## src/rtl/mhpq_pkg.sv

```systemverilog
// Shared types and codes for the min-heap priority queue.
// Holds the request and response beat structs and the heap entry layout.
// No dependencies.
package mhpq_pkg;

    localparam int KEY_W = 32;
    localparam int TAG_W = 3;

    // Operation codes
    localparam logic FUNC_INSERT  = 1'b0;
    localparam logic FUNC_EXTRACT = 1'b1;

    // Status codes
    localparam logic [1:0] ST_OK    = 2'd0;
    localparam logic [1:0] ST_FULL  = 2'd1;
    localparam logic [1:0] ST_EMPTY = 2'd2;

    typedef struct packed {
        logic                    func;
        logic signed [KEY_W-1:0] key;
        logic [TAG_W-1:0]        source_index;
    } mhpq_req_t;

    typedef struct packed {
        logic [1:0]              status;
        logic signed [KEY_W-1:0] min_key;
        logic [TAG_W-1:0]        min_source;
        logic [3:0]              fill_count;
    } mhpq_rsp_t;

    typedef struct packed {
        logic signed [KEY_W-1:0] key;
        logic [TAG_W-1:0]        source;
    } mhpq_entry_t;

endpackage

```

## src/rtl/mhpq_ram.sv

```systemverilog
// Generic single-write, single-read RAM with a registered read port.
// Parameterized by word width and depth; no dependencies.
module mhpq_ram #(
    parameter int WIDTH = 35,
    parameter int DEPTH = 8
) (
    input  logic                     clk,
    input  logic                     wr_en,
    input  logic [$clog2(DEPTH)-1:0] wr_addr,
    input  logic [WIDTH-1:0]         wr_data,
    input  logic [$clog2(DEPTH)-1:0] rd_addr,
    output logic [WIDTH-1:0]         rd_data
);

    logic [WIDTH-1:0] mem [DEPTH];
    logic [WIDTH-1:0] rd_data_reg;

    // Write port
    always_ff @(posedge clk)
    begin
        if (wr_en)
        begin
            mem[wr_addr] <= wr_data;
        end
    end

    // Registered read port
    always_ff @(posedge clk)
    begin
        rd_data_reg <= mem[rd_addr];
    end

    assign rd_data = rd_data_reg;

endmodule

```

## src/rtl/mhpq_cmp.sv

```systemverilog
// Shared signed key comparator used by both sift directions.
// Depends on mhpq_pkg for the key width.
module mhpq_cmp
    import mhpq_pkg::*;
(
    input  logic signed [KEY_W-1:0] a,
    input  logic signed [KEY_W-1:0] b,
    output logic                    less
);

    // Strict signed less-than: ties never move an entry
    assign less = (a < b);

endmodule

```

## src/rtl/min_heap_priority_queue_top.sv

```systemverilog
// Top level of the min-heap priority queue: sequencer, heap RAM and comparator.
// Depends on mhpq_pkg, mhpq_ram and mhpq_cmp.
//
//   channel | direction | handshake           | beat
//   --------+-----------+---------------------+-------------------------------
//   req     | in        | req_valid/req_ready | func, key, source_index
//   rsp     | out       | rsp_valid/rsp_ready | status, min_key, min_source,
//           |           |                     | fill_count
//
// An insert compares each parent as it climbs; an extract reads the root, then the
// last entry, and unless the heap empties sifts down, reading left then right child
// per level; errors go straight to the response. One RAM read port and one comparator
// serve all steps; the next request is taken in the cycle after the response loads.
// Reset clears the entry count, the sequencer and the response valid; RAM contents
// stay undefined until written. A finished operation waits for the response
// register to free up, which holds req_ready low.
module min_heap_priority_queue_top
    import mhpq_pkg::*;
#(
    parameter int CAPACITY = 8
) (
    input  logic      clk,
    input  logic      rst_n,
    input  logic      req_valid,
    output logic      req_ready,
    input  mhpq_req_t req,
    output logic      rsp_valid,
    input  logic      rsp_ready,
    output mhpq_rsp_t rsp
);

    localparam int AW = $clog2(CAPACITY);
    localparam int CW = $clog2(CAPACITY + 1);
    localparam int XW = AW + 2;

    typedef enum logic [10:0] {
        S_IDLE    = 11'b00000000001,
        S_UP_RD   = 11'b00000000010,
        S_UP_CMP  = 11'b00000000100,
        S_EX_RD0  = 11'b00000001000,
        S_EX_RD1  = 11'b00000010000,
        S_EX_LAST = 11'b00000100000,
        S_DN_L    = 11'b00001000000,
        S_DN_LC   = 11'b00010000000,
        S_DN_RC   = 11'b00100000000,
        S_DN_MV   = 11'b01000000000,
        S_DONE    = 11'b10000000000
    } state_t;

    state_t      state_reg, state_next;
    logic [CW-1:0] count_reg, count_next;
    logic [AW-1:0] idx_reg, idx_next;
    logic [AW-1:0] best_idx_reg, best_idx_next;
    mhpq_entry_t cur_reg, cur_next;
    mhpq_entry_t best_reg, best_next;
    logic [1:0]  status_reg, status_next;
    mhpq_entry_t res_reg, res_next;
    logic        rsp_valid_reg, rsp_valid_next;
    mhpq_rsp_t   rsp_reg, rsp_next;

    logic                    wr_en;
    logic [AW-1:0]           wr_addr;
    mhpq_entry_t             wr_data;
    logic [AW-1:0]           rd_addr;
    mhpq_entry_t             rd_data;
    logic signed [KEY_W-1:0] cmp_a;
    logic signed [KEY_W-1:0] cmp_b;
    logic                    cmp_less;

    logic [XW-1:0] left_x;
    logic [XW-1:0] right_x;
    logic [XW-1:0] count_x;
    logic [AW-1:0] parent_idx;
    logic          req_beat;
    logic          rsp_free;

    mhpq_ram #(
        .WIDTH ($bits(mhpq_entry_t)),
        .DEPTH (CAPACITY)
    ) u_heap_ram (
        .clk     (clk),
        .wr_en   (wr_en),
        .wr_addr (wr_addr),
        .wr_data (wr_data),
        .rd_addr (rd_addr),
        .rd_data (rd_data)
    );

    mhpq_cmp u_cmp (
        .a    (cmp_a),
        .b    (cmp_b),
        .less (cmp_less)
    );

    // Tree index arithmetic
    assign left_x     = XW'({idx_reg, 1'b1});
    assign right_x    = left_x + XW'(1);
    assign count_x    = XW'(count_reg);
    assign parent_idx = AW'((idx_reg - AW'(1)) >> 1);

    assign req_ready = (state_reg == S_IDLE);
    assign req_beat  = req_valid && req_ready;
    assign rsp_free  = !rsp_valid_reg || rsp_ready;

    // Steer the shared comparator by sequencer step
    always_comb
    begin
        cmp_a = rd_data.key;
        cmp_b = cur_reg.key;
        case (state_reg)
            S_UP_CMP:
            begin
                cmp_a = cur_reg.key;
                cmp_b = rd_data.key;
            end
            S_DN_RC:
            begin
                cmp_a = rd_data.key;
                cmp_b = best_reg.key;
            end
            default:
            begin
                cmp_a = rd_data.key;
                cmp_b = cur_reg.key;
            end
        endcase
    end

    // Sequencer
    always_comb
    begin
        state_next     = state_reg;
        count_next     = count_reg;
        idx_next       = idx_reg;
        best_idx_next  = best_idx_reg;
        cur_next       = cur_reg;
        best_next      = best_reg;
        status_next    = status_reg;
        res_next       = res_reg;
        rsp_valid_next = rsp_valid_reg;
        rsp_next       = rsp_reg;
        wr_en          = 1'b0;
        wr_addr        = idx_reg;
        wr_data        = cur_reg;
        rd_addr        = '0;

        // Drop the response beat once taken
        if (rsp_valid_reg && rsp_ready)
        begin
            rsp_valid_next = 1'b0;
        end

        case (state_reg)
            S_IDLE:
            begin
                if (req_beat)
                begin
                    status_next = ST_OK;
                    res_next    = '0;
                    if (req.func == FUNC_INSERT)
                    begin
                        if (count_reg == CW'(CAPACITY))
                        begin
                            status_next = ST_FULL;
                            state_next  = S_DONE;
                        end
                        else
                        begin
                            cur_next.key    = req.key;
                            cur_next.source = req.source_index;
                            idx_next        = AW'(count_reg);
                            count_next      = count_reg + CW'(1);
                            state_next      = S_UP_RD;
                        end
                    end
                    else if (count_reg == '0)
                    begin
                        status_next = ST_EMPTY;
                        state_next  = S_DONE;
                    end
                    else
                    begin
                        state_next = S_EX_RD0;
                    end
                end
            end

            // Sift up: fetch the parent or settle at the root
            S_UP_RD:
            begin
                if (idx_reg == '0)
                begin
                    wr_en      = 1'b1;
                    state_next = S_DONE;
                end
                else
                begin
                    rd_addr    = parent_idx;
                    state_next = S_UP_CMP;
                end
            end

            // Sift up: pull the parent down while it is strictly greater
            S_UP_CMP:
            begin
                wr_en = 1'b1;
                if (cmp_less)
                begin
                    wr_data    = rd_data;
                    idx_next   = parent_idx;
                    state_next = S_UP_RD;
                end
                else
                begin
                    state_next = S_DONE;
                end
            end

            S_EX_RD0:
            begin
                rd_addr    = '0;
                state_next = S_EX_RD1;
            end

            // Capture the root, fetch the last entry
            S_EX_RD1:
            begin
                res_next   = rd_data;
                rd_addr    = AW'(count_reg - CW'(1));
                state_next = S_EX_LAST;
            end

            S_EX_LAST:
            begin
                cur_next   = rd_data;
                count_next = count_reg - CW'(1);
                idx_next   = '0;
                if (count_reg == CW'(1))
                begin
                    state_next = S_DONE;
                end
                else
                begin
                    state_next = S_DN_L;
                end
            end

            // Sift down: fetch the left child if present
            S_DN_L:
            begin
                if (left_x < count_x)
                begin
                    rd_addr    = AW'(left_x);
                    state_next = S_DN_LC;
                end
                else
                begin
                    wr_en      = 1'b1;
                    state_next = S_DONE;
                end
            end

            // Sift down: weigh the left child, fetch the right one
            S_DN_LC:
            begin
                if (cmp_less)
                begin
                    best_next     = rd_data;
                    best_idx_next = AW'(left_x);
                end
                else
                begin
                    best_next     = cur_reg;
                    best_idx_next = idx_reg;
                end
                if (right_x < count_x)
                begin
                    rd_addr    = AW'(right_x);
                    state_next = S_DN_RC;
                end
                else
                begin
                    state_next = S_DN_MV;
                end
            end

            S_DN_RC:
            begin
                if (cmp_less)
                begin
                    best_next     = rd_data;
                    best_idx_next = AW'(right_x);
                end
                state_next = S_DN_MV;
            end

            // Sift down: promote the smaller child or settle here
            S_DN_MV:
            begin
                wr_en = 1'b1;
                if (best_idx_reg == idx_reg)
                begin
                    state_next = S_DONE;
                end
                else
                begin
                    wr_data    = best_reg;
                    idx_next   = best_idx_reg;
                    state_next = S_DN_L;
                end
            end

            // Hand the result to the response register
            S_DONE:
            begin
                if (rsp_free)
                begin
                    rsp_valid_next      = 1'b1;
                    rsp_next.status     = status_reg;
                    rsp_next.min_key    = res_reg.key;
                    rsp_next.min_source = res_reg.source;
                    rsp_next.fill_count = 4'(count_reg);
                    state_next          = S_IDLE;
                end
            end

            default:
            begin
                state_next = S_IDLE;
            end
        endcase
    end

    // Control state
    always_ff @(posedge clk or negedge rst_n)
    begin
        if (!rst_n)
        begin
            state_reg     <= S_IDLE;
            count_reg     <= '0;
            rsp_valid_reg <= 1'b0;
        end
        else
        begin
            state_reg     <= state_next;
            count_reg     <= count_next;
            rsp_valid_reg <= rsp_valid_next;
        end
    end

    // Datapath registers
    always_ff @(posedge clk)
    begin
        idx_reg      <= idx_next;
        best_idx_reg <= best_idx_next;
        cur_reg      <= cur_next;
        best_reg     <= best_next;
        status_reg   <= status_next;
        res_reg      <= res_next;
        rsp_reg      <= rsp_next;
    end

    assign rsp_valid = rsp_valid_reg;
    assign rsp       = rsp_reg;

`ifndef SYNTHESIS
    a_count_bound: assert property (@(posedge clk) disable iff (!rst_n)
        count_reg <= CW'(CAPACITY))
        else $error("entry count exceeds capacity");

    a_write_in_range: assert property (@(posedge clk) disable iff (!rst_n)
        wr_en |-> (XW'(wr_addr) < count_x))
        else $error("heap write outside the filled region");

    a_insert_grows: assert property (@(posedge clk) disable iff (!rst_n)
        (req_beat && req.func == FUNC_INSERT && count_reg != CW'(CAPACITY))
        |=> (count_reg == $past(count_reg) + CW'(1)))
        else $error("accepted insert did not grow the heap");

    a_empty_fill: assert property (@(posedge clk) disable iff (!rst_n)
        ($rose(rsp_valid_reg) && rsp_reg.status == ST_EMPTY)
        |-> (rsp_reg.fill_count == 4'd0))
        else $error("empty status with nonzero fill count");
`endif

endmodule
```

## config.mk

```make
export PLATFORM = sky130hd
export DESIGN_NAME = min_heap_priority_queue_top
export DESIGN_NICKNAME = d
export VERILOG_FILES = /design/src/rtl/mhpq_pkg.sv /design/src/rtl/mhpq_ram.sv /design/src/rtl/mhpq_cmp.sv /design/src/rtl/min_heap_priority_queue_top.sv
export SDC_FILE = /design/constraint.sdc
export NUM_CORES = 1
export LEC_CHECK = 0
export BUFFER_PORTS_ARGS = -buffer_cell sky130_fd_sc_hd__buf_2
export CAP_MARGIN = 20
export CORE_UTILIZATION = 56
export DETAILED_ROUTE_END_ITERATION = 7
export GPL_TIMING_DRIVEN = 0
export PLACE_DENSITY = 0.78
export RECOVER_POWER = 50
export SLEW_MARGIN = 0
export SYNTH_ARGS = -nofsm -noshare
export SYNTH_HDL_FRONTEND = slang
export SYNTH_SLANG_ARGS = --single-unit
```

## constraint.sdc

```tcl
create_clock -name clk -period 5.2 [get_ports clk]
set_input_delay 0.52 -clock clk [delete_from_list [all_inputs] [get_ports clk]]
set_output_delay 0.52 -clock clk [all_outputs]
set_load 0.01 [all_outputs]
```

# Word level (Yosys, flattened, before mapping)
# Memory sizes are Yosys's and may differ from the RTL's. A register that Yosys moved wholly into a read port is not among the register bits.
# Cells that the tools add are included.
# word_totals
reg_bits,170
mem_bits_rw,280
word_cells,116
n_memories,1
# classes
addsub,4
magnitude_cmp,3
eq_ne,21
mux,53
n_reduce_logical,18
# memory_table
name,words,word_bits,rd,rd_clocked_by_memory_dff,wr,line_no,rtl
u_heap_ram.mem,8,35,1,1,1,mhpq_ram.sv:15,logic [WIDTH-1:0] mem [DEPTH];
# op_table
cell,count
35-bit one-hot mux with 2 select lines,4
35-bit two-way mux,7
11-bit one-hot mux with 11 select lines,1
11-bit two-way mux,10
32-bit one-hot mux with 2 select lines,1
32-bit less-than comparator,1
32-bit two-way mux,1
3-bit two-way mux,9
3-bit one-hot mux with 4 select lines,2
4-bit two-way mux,3
2-bit inequality test (second input constant),6
11-bit by 1-bit == test with 1-bit output (second input constant),1
11-bit by 10-bit == test with 1-bit output (second input constant),1
11-bit == test (second input constant),1
11-bit by 2-bit == test with 1-bit output (second input constant),1
11-bit by 3-bit == test with 1-bit output (second input constant),1
11-bit by 4-bit == test with 1-bit output (second input constant),1
11-bit by 5-bit == test with 1-bit output (second input constant),1
11-bit by 6-bit == test with 1-bit output (second input constant),1
11-bit by 7-bit == test with 1-bit output (second input constant),1
11-bit by 8-bit == test with 1-bit output (second input constant),1
11-bit by 9-bit == test with 1-bit output (second input constant),1
10-bit two-way mux,1
2-bit AND reduction,5
25 further kinds,37

# Logic depth before layout (Yosys ltp)
# logic_depth
ltp_word,5
depth_mapped,18

# Hierarchy
# A second synthesis with hierarchy kept.
# hier_totals
hier_cells,1418
area_unflattened_um2,21495.6
# by_module_without_submodules
module,n_inst,cells_each,area_each_um2,seq_area_each_um2
mhpq_ram,1,453,11536.1,9108.7
min_heap_priority_queue_top,1,857,9170.0,5026.1
mhpq_cmp,1,108,789.5,0.0

# Worst setup path before layout
# No wires, ideal clock.
# synth_timing
kind,register to register
from,reg state_reg[4]
to,reg best_idx_reg[0] (enable)
arrival_time_ns,4.857
t_required_ns,4.804
slack_ns,-0.053
path_stages_with_launch,17
synth_period_minus_slack_ns,5.253
path_cell_list,dfrtp_1 nor4_2 nand2_1 nor4_1 clkbuf_1 clkbuf_1 buf_1 nand2_1 nand2_1 ha_1 a211oi_1 o221ai_1 a22o_1 o41a_1 nor4_4 nand2_1 nand2_1
# synth_via
elab_chain_len,5
elab_cells_between_ends,9
cone_classes,order compare (1); eq/ne (4); mux (2); reduce/logical (2)
# synth_lines
element,line_no,rtl
"start, declared",min_heap_priority_queue_top.sv:50,"state_t state_reg, state_next;"
"start signal, assigned",min_heap_priority_queue_top.sv:345,state_reg <= state_next;
11-bit by 9-bit == test with 1-bit output or 11-bit by 3-bit == test with 1-bit output (tied branches),"min_heap_priority_queue_top.sv:110, min_heap_priority_queue_top.sv:153",
32-bit one-hot mux with 2 select lines or 32-bit two-way mux (tied branches),min_heap_priority_queue_top.sv:110,case (state_reg)
32-bit less-than comparator,mhpq_cmp.sv:12,assign less = (a < b);
2-bit inequality test (no source line),n/a,
2-bit AND reduction (no source line) *,n/a,
"end signal, assigned",min_heap_priority_queue_top.sv:355,best_idx_reg <= best_idx_next;
"end, declared",min_heap_priority_queue_top.sv:53,"logic [AW-1:0] best_idx_reg, best_idx_next;"
# Mark *: on every way between the ends. The rest lies on a longest branch, timed or not.
# A chain may end at the register's enable or synchronous reset.

# Worst setup path after layout
# layout_timing
from,reg state_reg[3]
to,"mem u_heap_ram.mem[5][6], data pin"
# layout_via
elab_chain_len,5
elab_cells_between_ends,8
cone_classes,order compare (1); eq/ne (3); mux (4)
# layout_lines
element,line_no,rtl
11-bit by 9-bit == test with 1-bit output or 11-bit by 3-bit == test with 1-bit output (tied branches),"min_heap_priority_queue_top.sv:110, min_heap_priority_queue_top.sv:153",
32-bit one-hot mux with 2 select lines or 32-bit two-way mux (tied branches),min_heap_priority_queue_top.sv:110,
32-bit less-than comparator,mhpq_cmp.sv:12,
35-bit two-way mux,min_heap_priority_queue_top.sv:207,if (cmp_less)
35-bit one-hot mux with 2 select lines *,min_heap_priority_queue_top.sv:153,case (state_reg)
named net u_heap_ram.wr_data[6],mhpq_ram.sv:10,"input logic [WIDTH-1:0] wr_data,"
"end, declared",mhpq_ram.sv:15,
# Mark *: on every way through the listed nets, which the timed path passes. The rest lies on a longest branch.

==> results.json <==
{
  "yosysSeqAreaShare_pct": 66.1,
  "hpwl_um": 36800,
  "drive_above_1_share_pct": 17.1,
  "power_leakage_nw": 9.27,
  "path_cells": "buf_4, or4_1, nor4_4, clkbuf_8, nor2_1, buf_2, a21oi_1, ha_1, a211oi_1, o221ai_1, a22o_1, o41a_1, nor4_4, buf_4, o211ai_4, buf_2, a221o_2",
  "period_share_pct": 98.4,
  "clkTransAtPathRegs_ns": 0.06,
  "p_per_area_mw_per_mm2": 413,
  "hold_path.class": "primary input to register",
  "area_delta_synth_final_pct": 14.0,
  "die-area_mm2": 0.0390,
  "slew_headroom_pct": -50.9,
  "grt_pass1_vias": 13300,
  "violations": "capacitance limit, slew limit",
  "design_area_mm2": 0.0244,
  "hold_viol_final": 0,
  "ys_types": 67,
  "finalPower_mw": 10.1,
  "worst_ep_arrival_time_ns": 5.41,
  "critPathRequiredTime_ns": 5.49,
  "clk_latency_ns": 0.58,
  "nFillCells": 2745,
  "fp.dieH_um": 197,
  "period_needed_ns": 5.12,
  "ioPinCount": 83,
  "cp_slowest_stage_delay_ns": 0.58,
  "cts_max_level": 2,
  "core_mm2": 0.0377,
  "fp-row-count": 71,
  "cts_tree": "done",
  "netlist_instances": 1526,
  "layout.nets": 1771,
  "ir_drop_v": 0.000288,
  "wire_per_inst_um": 23.6,
  "endpoint_kind": "register",
  "critPathSlowestCell": "or4_1",
  "syn_nets": 1610,
  "cts.sinks": 485,
  "crit_fanout": 10,
  "setup_viol": 0,
  "r2r-start": "state_reg[3]",
  "first_iter_violations": 1423,
  "synth_area_mm2": 0.0214,
  "cp-startpoint": "state_reg[3]",
  "slew_viol_final": 203,
  "crit_buf_inv": 5,
  "antenna_found_initial": 1,
  "skew_ns": 0.0215,
  "ys_seq_elements": 485,
  "n_antenna_cell": 0,
  "worstSetupPathType": "register to register",
  "hp-start": "req[18]",
  "wl_um": 52800,
  "max_freq_mhz": 195,
  "ant_nets": 0,
  "cts_root_buf": "clkbuf_16",
  "drt-pass1-iter-count": 7,
  "globalplace.congestion": 0.995,
  "cts_buffers": 47,
  "grt.total_usage_pct": 27.1,
  "post-route-drc-count": 0,
  "grt_overflow": 0,
  "ys.flop_type": "edfxtp_1",
  "postPlaceCellArea_mm2": 0.0228,
  "ys.warnings.count": 0,
  "viasPerCell": 6.12,
  "async_flop_share_pct": 3.30,
  "maxCapViolations": 9,
  "syn_area_per_cell_um2": 14.0,
  "worstMarginPinSlew_ns": 2.26,
  "start_util_pct": 56.8,
  "stdcell_count": 2237,
  "dp.cells": 2135,
  "path_delay_family": "compound AO/OA/AOI/OAI gates",
  "route.vias.total": 13700,
  "port_buffers": 82,
  "largest_register_ffs": 280,
  "grt_max_degree": 39,
  "grt_pass1_wl_um": 78400,
  "cts_buffer_depth": 3,
  "die_x_um": 197,
  "setup.worst_path.start_class": "register",
  "synth_edf_count": 434,
  "status": "complete, but fails checks"
}
where the power goes:
part	leakage [nW]	switching, mW	internal (mW)
Combinational	4.07	1.05	0.672
Sequential	4.45	0.240	4.70
Clock	0.757	1.45	1.96
worst reg2reg max path: stages, from the launching register on:
cell and delay (ns):
dfrtp_1 0.36, buf_4 0.18, or4_1 0.58, nor4_4 0.36, clkbuf_8 0.24, nor2_1 0.08, buf_2 0.20, a21oi_1 0.18
ha_1 0.26, a211oi_1 0.21, o221ai_1 0.20, a22o_1 0.28, o41a_1 0.35, nor4_4 0.25, buf_4 0.20, o211ai_4 0.16
buf_2 0.26, a221o_2 0.48
per-layer routing:
layer  global-route usage [%]  wire (um)
met1                     36.9      21400
met4                     10.7       2070
met2                     44.5      25200
met5                        0          0
met3                     3.45       4160
cell families after synthesis:
family | synth area share [%]
AND/OR/NAND/NOR | 11.1
AO/OA/AOI/OAI | 10.1
multiplexers | 7.64
flip-flops | 66.1
buffers and inverters | 2.12
XOR/XNOR | 0.409
adder cells (fa/ha/maj) | 2.57
path summary, 6_finish.rpt:
| path | endpoint | slack (ns) | depth (start not counted) |
|---|---|---|---|
| max reg2reg | u_heap_ram.mem[5][6] | 0.08 | 17 |
| max | u_heap_ram.mem[5][6] | 0.08 | 17 |
| min | cur_reg[18] | 0.21 | 3 |
| max in group asynchronous | state_reg[4] | 3.94 | 2 |
| min reg2reg | rsp[8] | 0.42 | 0 |
| min in group asynchronous | count_reg[1] | 0.64 | 2 |
stage by stage:
stage          util (%)  worst slack [ns]  setup TNS (ns)  hold WS [ns]
6_report           64.8            0.0820               0         0.214
5_1_grt            64.8          -0.00343         -0.0150         0.216
2_1_floorplan         -             0.203               0         0.224
3_3_place_gp       59.6             -1.92         -690.00         0.400
3_5_place_dp       60.4             -1.35         -430.71         0.405
4_1_cts            65.0           0.00199               0         0.193
cell usage after synthesis, drive strengths merged, types with 9 or more instances:
cell type / number / area, um2
edfxtp: 434 / 13000
nand2: 221 / 830
a211oi: 109 / 968
and3: 75 / 469
and2: 73 / 457
mux2: 72 / 923
mux2i: 71 / 711
clkbuf: 67 / 251
a21oi: 45 / 225
ha: 44 / 551
a221o: 38 / 380
dfxtp: 35 / 701
a22o: 33 / 289
nor2: 31 / 119
buf: 23 / 143
o21ai: 17 / 85.1
inv: 16 / 60.1
dfrtp: 15 / 375
nor3: 12 / 60.1
nand4: 10 / 68.8
nand3: 9 / 45.0
timing repair:
item                       CTS  global route
gates resized for setup     61            25
pin swaps                    5            32
hold endpoints to repair    15             0
buffers inserted             4             7
gates cloned                 0             2
setup endpoints to repair  361           357
hold buffers                 1             0
cells in the final DEF (no fill, tap or decap), types with 9 or more instances in the layout:
| master | netlist | routed |
|---|---|---|
| and3_1 | 75 | 75 |
| buf_6 | 4 | 12 |
| a221o_2 | 0 | 31 |
| nand3_1 | 9 | 9 |
| clkinv_2 | 0 | 11 |
| clkbuf_1 | 67 | 119 |
| a21oi_1 | 45 | 45 |
| a211oi_2 | 30 | 31 |
| clkbuf_16 | 0 | 47 |
| nor2_1 | 30 | 30 |
| a22o_1 | 33 | 33 |
| and2_0 | 0 | 25 |
| mux2i_1 | 71 | 71 |
| dfrtp_1 | 15 | 15 |
| mux2_4 | 30 | 30 |
| buf_2 | 9 | 44 |
| nand4_1 | 9 | 9 |
| mux2_1 | 18 | 18 |
| o21ai_0 | 17 | 15 |
| inv_1 | 16 | 16 |
| dfxtp_1 | 35 | 35 |
| buf_4 | 4 | 20 |
| a211oi_1 | 79 | 78 |
| mux2_2 | 24 | 24 |
| nor3_1 | 12 | 12 |
| nand2_1 | 221 | 219 |
| edfxtp_1 | 434 | 434 |
| ha_1 | 44 | 44 |
| and2_1 | 73 | 48 |
final cells by class:
cell class	count	area, um2	share of cell area (%)
buffer	89	465	1.91
multi-input combinational	936	6950	28.5
timing repair buffer	112	599	2.46
tap	511	639	2.62
sequential	485	14100	57.9
clock buffer	60	1240	5.10
clock inverter	28	307	1.26
inverter	16	60.1	0.246
No activity file was read; power rests on OpenSTA's default activity.
